<file path="config.mk">
export PLATFORM = sky130hd
export DESIGN_NAME = diff_drive_odometry
export DESIGN_NICKNAME = d
export VERILOG_FILES = /design/src/hw/rtl/ddo_pkg.sv /design/src/hw/rtl/diff_drive_odometry.sv
export SDC_FILE = /design/constraint.sdc
export NUM_CORES = 2
export LEC_CHECK = 0
export BUFFER_PORTS_ARGS = -buffer_cell sky130_fd_sc_hd__buf_2
export CAP_MARGIN = 10
export CORE_UTILIZATION = 24
export CTS_BUF_LIST = sky130_fd_sc_hd__clkbuf_16
export DETAILED_ROUTE_END_ITERATION = 16
export PLACE_DENSITY = 0.49
export REMOVE_ABC_BUFFERS = 1
export SLEW_MARGIN = 20
export SYNTH_ARGS = -nofsm -noshare
export SYNTH_HDL_FRONTEND = slang
export SYNTH_SLANG_ARGS = --single-unit
</file>
<file path="constraint.sdc">
create_clock -name clk -period 13.3 [get_ports clk]
set_clock_uncertainty 0.1 [all_clocks]
set_input_delay 1.33 -clock clk [delete_from_list [all_inputs] [get_ports clk]]
set_output_delay 1.33 -clock clk [all_outputs]
set_load 0.03 [all_outputs]
</file>
<file path="src/hw/rtl/ddo_pkg.sv">
// ----------------------------------------------------------------------------
// ddo_pkg: shared types, constants and functions for the odometry block
// Holds the sequencer states, the CORDIC arctangent table and the small
// rounding and saturation helpers used by the datapath.
// ----------------------------------------------------------------------------
`timescale 1ns / 1ps
`default_nettype none

package ddo_pkg;

  // Number of CORDIC micro-rotations, one per clock cycle (8 to 24).
  localparam int CORDIC_STAGES = 16;
  localparam int CORD_IT_W     = (CORDIC_STAGES > 16) ? 5 : 4;

  // Serial multiplier: 17 multiplier bits, the top one carries negative weight.
  localparam int MUL_STEPS = 17;
  localparam int MUL_CNT_W = 5;

  // Datapath widths.
  localparam int CX_W  = 33;   // CORDIC x and y, Q2.30 with headroom
  localparam int CZ_W  = 26;   // CORDIC angle, 2^24 units per turn
  localparam int ACC_W = 64;   // product accumulator

  localparam logic signed [CX_W-1:0] CORDIC_K = 33'sd652032874;

  // Configuration register indexes.
  localparam logic [1:0] REG_INIT_X       = 2'd0;
  localparam logic [1:0] REG_INIT_Y       = 2'd1;
  localparam logic [1:0] REG_INIT_HEADING = 2'd2;
  localparam logic [1:0] REG_HEADING_GAIN = 2'd3;

  // Input operation codes.
  localparam logic OP_TICK = 1'b0;
  localparam logic OP_LOAD = 1'b1;

  typedef enum logic [3:0] {
    ST_IDLE,
    ST_GMUL,
    ST_MINIT,
    ST_CORD1,
    ST_CFIN,
    ST_MXC,
    ST_MXD,
    ST_MYC,
    ST_MYD,
    ST_MHD,
    ST_COMMIT,
    ST_QINIT,
    ST_QCOR,
    ST_DONE
  } state_t;

  // Arctangent of 2^-i in units of 2^24 per turn.
  function automatic logic signed [CZ_W-1:0] atan_lut(input logic [4:0] idx);
    logic signed [CZ_W-1:0] v;
    unique case (idx)
      5'd0:  v = 26'sd2097152;
      5'd1:  v = 26'sd1238021;
      5'd2:  v = 26'sd654136;
      5'd3:  v = 26'sd332050;
      5'd4:  v = 26'sd166669;
      5'd5:  v = 26'sd83416;
      5'd6:  v = 26'sd41718;
      5'd7:  v = 26'sd20860;
      5'd8:  v = 26'sd10430;
      5'd9:  v = 26'sd5215;
      5'd10: v = 26'sd2608;
      5'd11: v = 26'sd1304;
      5'd12: v = 26'sd652;
      5'd13: v = 26'sd326;
      5'd14: v = 26'sd163;
      5'd15: v = 26'sd81;
      5'd16: v = 26'sd41;
      5'd17: v = 26'sd20;
      5'd18: v = 26'sd10;
      5'd19: v = 26'sd5;
      5'd20: v = 26'sd3;
      5'd21: v = 26'sd1;
      5'd22: v = 26'sd1;
      default: v = 26'sd0;
    endcase
    return v;
  endfunction

  // Q2.30 to Q1.14 with rounding, clamped to plus or minus one.
  function automatic logic [15:0] to_q14(input logic signed [CX_W-1:0] a);
    logic signed [CX_W:0]  sum;
    logic signed [17:0]    r;
    logic [15:0]           res;
    sum = {a[CX_W-1], a} + 34'sd32768;
    r   = sum[CX_W:16];
    if (r > 18'sd16384) begin
      res = 16'sd16384;
    end else if (r < -18'sd16384) begin
      res = -16'sd16384;
    end else begin
      res = r[15:0];
    end
    return res;
  endfunction

  // Turn rate: product shifted down by 12 and saturated to 20 bits.
  function automatic logic [19:0] sat_rate(input logic signed [32:0] g);
    logic signed [20:0] t;
    logic [19:0]        res;
    t = g[32:12];
    if (t > 21'sd524287) begin
      res = 20'h7FFFF;
    end else if (t < -21'sd524288) begin
      res = 20'h80000;
    end else begin
      res = t[19:0];
    end
    return res;
  endfunction

endpackage

`default_nettype wire

</file>
<file path="src/hw/rtl/diff_drive_odometry.sv">
// ----------------------------------------------------------------------------
// diff_drive_odometry: dead-reckoning pose integrator for a two-wheel robot
// Integrates x, y and heading from wheel speeds with one iterative CORDIC
// and one shared bit-serial multiplier, and reports the heading quaternion.
// ----------------------------------------------------------------------------
// A load word (tuser = 1) copies the initial pose registers into the pose
// and then only runs the quaternion CORDIC; a tick word before any load
// takes the same path. A tick word on a loaded pose runs six passes of
// the shared shift-and-add multiplier (gain, then v*cos*dt, v*sin*dt and
// the heading step) and two 16-step CORDIC runs. One word is worked on at a
// time; the result sits in an output register, so the next word is taken
// while the previous result still waits downstream. If a tick would carry
// x or y outside the signed 32-bit range the old pose is kept and
// overflow_kept is raised in that result.
`timescale 1ns / 1ps
`default_nettype none

module diff_drive_odometry (
  input  wire logic         clk,
  input  wire logic         rst_n,
  // Configuration write port.
  input  wire logic         cfg_we,
  input  wire logic [1:0]   cfg_addr,
  input  wire logic [31:0]  cfg_wdata,
  // Input stream.
  input  wire logic         in_tvalid,
  output logic              in_tready,
  // tdata: left_speed[15:0], right_speed[31:16], time_step[47:32]
  input  wire logic [47:0]  in_tdata,
  // tuser: opcode[0]
  input  wire logic         in_tuser,
  // Result stream.
  output logic              out_tvalid,
  input  wire logic         out_tready,
  // tdata: pos_x[31:0], pos_y[63:32], heading[79:64], linear_speed[95:80],
  // angular_rate[115:96], quat_z[131:116], quat_w[147:132],
  // pose_valid[148], overflow_kept[149], zero fill[151:150]
  output logic [151:0]      out_tdata
);
  import ddo_pkg::*;

  // Configuration registers.
  logic [31:0] init_x_r, init_y_r;
  logic [15:0] init_heading_r, heading_gain_r;

  // Pose state.
  logic [31:0] pose_x_r, pose_y_r;
  logic [15:0] pose_heading_r;
  logic        pose_loaded_r;

  // Sequencer.
  state_t state_r, state_nxt;

  // Latched word and intermediate results.
  logic [15:0]        dt_r;
  logic [15:0]        v_r;
  logic signed [32:0] gdiff_r;
  logic               neg_r;
  logic signed [CX_W-1:0] s_r;
  logic signed [21:0] dx_r, dy_r;
  logic [15:0]        dh_r;
  logic               ovf_r;

  // CORDIC registers.
  logic signed [CX_W-1:0] cx_r, cy_r;
  logic signed [CZ_W-1:0] cz_r;
  logic [CORD_IT_W-1:0]   it_r;

  // Serial multiplier registers.
  logic signed [ACC_W-1:0] macc_r, ma_r;
  logic signed [16:0]      mb_r;
  logic [MUL_CNT_W-1:0]    cnt_r;

  // Output register.
  logic         out_valid_r;
  logic [151:0] out_data_r;

  // Control decoded from the state.
  logic accept, mul_last, cord_last, emit;

  // ---------------------------------------------------------------------
  // Combinational datapath helpers.
  // ---------------------------------------------------------------------
  logic signed [16:0]      lsp, rsp, sum17, diff17;
  logic signed [16:0]      fold_a;
  logic                    fold_neg;
  logic signed [CX_W-1:0]  cdx, cdy, cx_nxt, cy_nxt;
  logic signed [CZ_W-1:0]  cz_nxt;
  logic signed [ACC_W-1:0] mterm, macc_nxt;
  logic signed [33:0]      nx, ny;
  logic                    nx_ovf, ny_ovf;

  assign lsp    = {in_tdata[15], in_tdata[15:0]};
  assign rsp    = {in_tdata[31], in_tdata[31:16]};
  assign sum17  = rsp + lsp;
  assign diff17 = rsp - lsp;

  // Fold the heading into the quarter turns either side of zero.
  always_comb begin
    fold_a   = {pose_heading_r[15], pose_heading_r};
    fold_neg = 1'b0;
    if (fold_a > 17'sd16384) begin
      fold_a   = fold_a - 17'sd32768;
      fold_neg = 1'b1;
    end else if (fold_a < -17'sd16384) begin
      fold_a   = fold_a + 17'sd32768;
      fold_neg = 1'b1;
    end
  end

  // One CORDIC micro-rotation.
  always_comb begin
    cdx = cy_r >>> it_r;
    cdy = cx_r >>> it_r;
    if (!cz_r[CZ_W-1]) begin
      cx_nxt = cx_r - cdx;
      cy_nxt = cy_r + cdy;
      cz_nxt = cz_r - atan_lut(5'(it_r));
    end else begin
      cx_nxt = cx_r + cdx;
      cy_nxt = cy_r - cdy;
      cz_nxt = cz_r + atan_lut(5'(it_r));
    end
  end

  // One shift-and-add step; the last multiplier bit has negative weight.
  assign mterm    = mb_r[0] ? ma_r : '0;
  assign macc_nxt = mul_last ? (macc_r - mterm) : (macc_r + mterm);

  // New position and range check.
  assign nx     = {{2{pose_x_r[31]}}, pose_x_r} + {{12{dx_r[21]}}, dx_r};
  assign ny     = {{2{pose_y_r[31]}}, pose_y_r} + {{12{dy_r[21]}}, dy_r};
  assign nx_ovf = (nx[33:31] != 3'b000) && (nx[33:31] != 3'b111);
  assign ny_ovf = (ny[33:31] != 3'b000) && (ny[33:31] != 3'b111);

  // ---------------------------------------------------------------------
  // Next state.
  // ---------------------------------------------------------------------
  always_comb begin
    state_nxt = state_r;
    unique case (state_r)
      ST_IDLE: begin
        if (accept) begin
          if (in_tuser == OP_LOAD || !pose_loaded_r) begin
            state_nxt = ST_QINIT;
          end else begin
            state_nxt = ST_GMUL;
          end
        end
      end
      ST_GMUL:   if (mul_last) state_nxt = ST_MINIT;
      ST_MINIT:  state_nxt = ST_CORD1;
      ST_CORD1:  if (cord_last) state_nxt = ST_CFIN;
      ST_CFIN:   state_nxt = ST_MXC;
      ST_MXC:    if (mul_last) state_nxt = ST_MXD;
      ST_MXD:    if (mul_last) state_nxt = ST_MYC;
      ST_MYC:    if (mul_last) state_nxt = ST_MYD;
      ST_MYD:    if (mul_last) state_nxt = ST_MHD;
      ST_MHD:    if (mul_last) state_nxt = ST_COMMIT;
      ST_COMMIT: state_nxt = ST_QINIT;
      ST_QINIT:  state_nxt = ST_QCOR;
      ST_QCOR:   if (cord_last) state_nxt = ST_DONE;
      ST_DONE:   if (emit) state_nxt = ST_IDLE;
      default:   state_nxt = ST_IDLE;
    endcase
  end

  // ---------------------------------------------------------------------
  // Control outputs of the sequencer.
  // ---------------------------------------------------------------------
  always_comb begin
    in_tready = (state_r == ST_IDLE);
    accept    = in_tready && in_tvalid;
    mul_last  = (cnt_r == MUL_CNT_W'(MUL_STEPS - 1));
    cord_last = (it_r == CORD_IT_W'(CORDIC_STAGES - 1));
    emit      = (state_r == ST_DONE) && (!out_valid_r || out_tready);
  end

  assign out_tvalid = out_valid_r;
  assign out_tdata  = out_data_r;

  // ---------------------------------------------------------------------
  // Control registers.
  // ---------------------------------------------------------------------
  always_ff @(posedge clk) begin
    if (!rst_n) begin
      state_r        <= ST_IDLE;
      out_valid_r    <= 1'b0;
      pose_x_r       <= '0;
      pose_y_r       <= '0;
      pose_heading_r <= '0;
      pose_loaded_r  <= 1'b0;
      init_x_r       <= '0;
      init_y_r       <= '0;
      init_heading_r <= '0;
      heading_gain_r <= 16'd28973;
    end else begin
      state_r <= state_nxt;

      if (emit) begin
        out_valid_r <= 1'b1;
      end else if (out_tready) begin
        out_valid_r <= 1'b0;
      end

      // Register writes.
      if (cfg_we) begin
        unique case (cfg_addr)
          REG_INIT_X:       init_x_r       <= cfg_wdata;
          REG_INIT_Y:       init_y_r       <= cfg_wdata;
          REG_INIT_HEADING: init_heading_r <= cfg_wdata[15:0];
          REG_HEADING_GAIN: heading_gain_r <= cfg_wdata[15:0];
          default:          ;
        endcase
      end

      // Pose load and pose update.
      if (accept && in_tuser == OP_LOAD) begin
        pose_x_r       <= init_x_r;
        pose_y_r       <= init_y_r;
        pose_heading_r <= init_heading_r;
        pose_loaded_r  <= 1'b1;
      end else if (state_r == ST_COMMIT && !nx_ovf && !ny_ovf) begin
        pose_x_r       <= nx[31:0];
        pose_y_r       <= ny[31:0];
        pose_heading_r <= pose_heading_r + dh_r;
      end
    end
  end

  // ---------------------------------------------------------------------
  // Datapath registers.
  // ---------------------------------------------------------------------
  always_ff @(posedge clk) begin
    unique case (state_r)
      ST_IDLE: begin
        if (accept) begin
          dt_r    <= in_tdata[47:32];
          gdiff_r <= '0;
          ovf_r   <= 1'b0;
          v_r     <= (in_tuser == OP_LOAD || !pose_loaded_r) ? 16'd0 : sum17[16:1];
          ma_r    <= ACC_W'(diff17);
          mb_r    <= {1'b0, heading_gain_r};
          macc_r  <= '0;
          cnt_r   <= '0;
        end
      end
      ST_GMUL, ST_MXC, ST_MXD, ST_MYC, ST_MYD, ST_MHD: begin
        if (mul_last) begin
          // Last step: keep the product and set up the next pass.
          macc_r <= '0;
          cnt_r  <= '0;
          unique case (state_r)
            ST_GMUL: gdiff_r <= macc_nxt[32:0];
            ST_MXC: begin
              ma_r <= macc_nxt;
              mb_r <= {1'b0, dt_r};
            end
            ST_MXD: begin
              dx_r <= macc_nxt[63:42];
              ma_r <= ACC_W'(s_r);
              mb_r <= {v_r[15], v_r};
            end
            ST_MYC: begin
              ma_r <= macc_nxt;
              mb_r <= {1'b0, dt_r};
            end
            ST_MYD: begin
              dy_r <= macc_nxt[63:42];
              ma_r <= ACC_W'(gdiff_r);
              mb_r <= {1'b0, dt_r};
            end
            default: dh_r <= macc_nxt[43:28];
          endcase
        end else begin
          macc_r <= macc_nxt;
          ma_r   <= ma_r <<< 1;
          mb_r   <= mb_r >>> 1;
          cnt_r  <= cnt_r + 1'b1;
        end
      end
      ST_MINIT: begin
        cx_r  <= CORDIC_K;
        cy_r  <= '0;
        cz_r  <= {fold_a[16], fold_a, 8'd0};
        it_r  <= '0;
        neg_r <= fold_neg;
      end
      ST_CORD1, ST_QCOR: begin
        cx_r <= cx_nxt;
        cy_r <= cy_nxt;
        cz_r <= cz_nxt;
        it_r <= it_r + 1'b1;
      end
      ST_CFIN: begin
        // Undo the fold, then start v * cos.
        ma_r   <= ACC_W'(neg_r ? -cx_r : cx_r);
        s_r    <= neg_r ? -cy_r : cy_r;
        mb_r   <= {v_r[15], v_r};
        macc_r <= '0;
        cnt_r  <= '0;
      end
      ST_COMMIT: begin
        ovf_r <= nx_ovf || ny_ovf;
      end
      ST_QINIT: begin
        cx_r <= CORDIC_K;
        cy_r <= '0;
        cz_r <= {{3{pose_heading_r[15]}}, pose_heading_r, 7'd0};
        it_r <= '0;
      end
      ST_DONE: begin
        if (emit) begin
          out_data_r <= {2'b00, ovf_r, pose_loaded_r,
                         to_q14(cx_r), to_q14(cy_r),
                         sat_rate(gdiff_r), v_r,
                         pose_heading_r, pose_y_r, pose_x_r};
        end
      end
      default: ;
    endcase
  end

endmodule

`default_nettype wire

</file>
==> impl_metrics.ini <==
[yosys]
synth_flop_cell = edfxtp_1
netlist_instances = 5532
yosys.area.top_type = edfxtp_1
synth_area_um2 = 51440
avgSynthCellArea_um2 = 9.299
yosys_warnings = 0
synth_common_cells = nand2_1, edfxtp_1, nor2_1, a21oi_1, o21ai_0
synthArstFlopShare_pct = 0
yosysMostFrequentCell = nand2_1
yosysTopAreaCellShare_pct = 32.45
synth-seq-area-share_pct = 40.39
yosys-top-cells-area = edfxtp_1, dfxtp_1, ha_1
synth-seq-cells = 760
synth_cell_types = 99
synth_edf_count = 556

[timing]
max_freq_mhz = 142.2
slew_viol_final = 0
worst_pin_slew_ns = 1.048
period_share_pct = 52.87
fin_crit_ns = 7.032
fin_setup_tns_ns = 0
grt_setup_unrepaired = false
final_hold_viol_count = 0
setup_violations = 0
max_slew_margin_pct = 29.36

[setup_path]
crit_type = register to register
worst-path-buf-inv = 1
cp-start-kind = register
path_common_cell = a21oi_1
crit_family = compound AO/OA/AOI/OAI gates
cp.arrival_ns = 7.39
cp_cell_sequence = buf_4 > mux4_2 > mux2_2 > mux2i_2 > or3b_1 > nor4_2 > and2_1 > a21oi_1 > xnor2_1 > ha_1 > a21o_1 > o21ai_0 > o2111ai_1 > o21ai_0 > a21oi_1 > a211o_1 > a21o_1 > a221o_1 > a21oi_1 > xnor2_1 > nor2_1
crit_fanout = 46
slowest_stage = mux4_2
cpPeakStageDelay_ns = 0.62
cp_data_required_time_ns = 13.66
critPathCaptureType = register

[place]
gp_congestion = 0.8892
port_buffers = 239
hpwl_um = 127900

[floorplanning]
die_w_um = 465.0
dieArea_um2 = 216200
initial_core_util_pct = 24.21
coreArea_um2 = 212500
die_h_um = 465.0
io_pins = 242
rows = 169

[drt]
drc_errors = 0
firstDrtPassIters = 6
antenna_left = 0
wl_met3_um = 9276
wl_met1_um = 81780
met2_length_um = 80750
drtIter0Drc = 3794
dr.max_layer_used = met4
drt_wl_total_um = 175700
route.vias.total = 43190
detail_route.vias_per_cell = 5.081
drt-wirelength-per-cell_um = 20.67

[final_layout]
area_growth_pct = 14.17
final_nets = 5978
final_util_pct = 27.64
drive_gt1_share_pct = 11.87

[clock_network]
cts-root-buf = clkbuf_16
cts_made_buffers = 91
clk_pin_slew_ns = 0.07
clk_latency_ns = 0.74
postCtsResizedCells = 0
cts_max_level = 3
clock_sinks = 760
clk_path_buf_depth = 3
cts_tree = yes
postCtsSetupBuffers = 0
postCtsHoldBufs = 0

[flow_run]
maxCapViolations = 0

[global_route]
overflow = 0
track_usage_pct = 15.73
grt_pass1_vias = 41280
grt_pass1_wl_um = 263800
grt_start_max_net_pins = 90
antenna_found_initial = 3

[min_path]
hp-class = register to register

[run_status]
status = complete, no violations
==> final cells by class <==
cell class	count	area (um^2)
Fill cell	22470	153800
Clock buffer	96	2402
Tap cell	2821	3530
Antenna cell	3	7.507
Inverter	159	599.3
Sequential cell	760	20780
Clock inverter	75	808.3
Timing Repair Buffer	311	1757
Multi-Input combinational cell	4276	28850
==> registers in the layout (all words and copies together) (netlist names), 32 cells and up, named ones only <==
register / flops
out_tdata: 150
cx_r: 33
gdiff_r: 33
init_x_r: 32
ma_r: 64
init_y_r: 32
cy_r: 33
pose_x_r: 32
pose_y_r: 32
macc_r: 64
s_r: 33
==> layout by cell type (no fill, tap or decap), types with 120 or more instances in the layout <==
master / n
nand2_1: 746
edfxtp_1: 556
nor2_1: 484
a21oi_1: 452
o21ai_0: 317
ha_1: 282
xnor2_1: 257
buf_2: 239
dfxtp_1: 204
xor2_1: 177
inv_1: 163
a21o_1: 120
==> metrics by stage <==
stage	instances	cell area, um^2	hold slack [ns]	setup slack, ns
after floorplan	5195	50020	0.3003	0.8667
after global placement	8326	55460	0.3006	6.308
after detailed placement	8326	55460	0.3216	6.328
after CTS	8497	58670	0.3339	6.316
after global routing	8501	58730	0.3455	5.779
final	8501	58730	0.3283	6.268
==> layer usage <==
metal  global-route usage, %  vias up
met3                   2.033      212
li1                        -    20440
met2                   25.50     1380
met4                   3.748        0
met1                   22.02    21160
met5                       0        -
==> final timing paths <==
| check | start | to | slack (ns) | cells after the start |
|---|---|---|---|---|
| setup / recovery | it_r[0]$_DFFE_PN_ | cx_r[32]$_SDFFCE_PP0N_ | 6.27 | 21 |
| hold / removal | ovf_r$_SDFFCE_PN0P_ | out_tdata[149]$_DFFE_PP_ | 0.33 | 0 |
| setup reg to reg | it_r[0]$_DFFE_PN_ | cx_r[32]$_SDFFCE_PP0N_ | 6.27 | 21 |
| hold reg to reg | ovf_r$_SDFFCE_PN0P_ | out_tdata[149]$_DFFE_PP_ | 0.33 | 0 |
==> kinds of logic (layout without fill, tap and decap cells) <==
group,count (synthesis),count (layout),share of synthesized area [%]
AOI/OAI and AO/OA,1506,1506,18.87
xor gates and xnor gates,435,435,7.420
adders and majority gates,292,292,7.228
buffers and inverters,497,641,3.940
DFF,760,760,40.39
muxes,164,164,5.402
other,1,5,0.007289
and+or+nand+nor,1877,1877,16.74
Power is not shown: default switching activity piles up to over one toggle a cycle in this logic, so the estimate is an artifact.
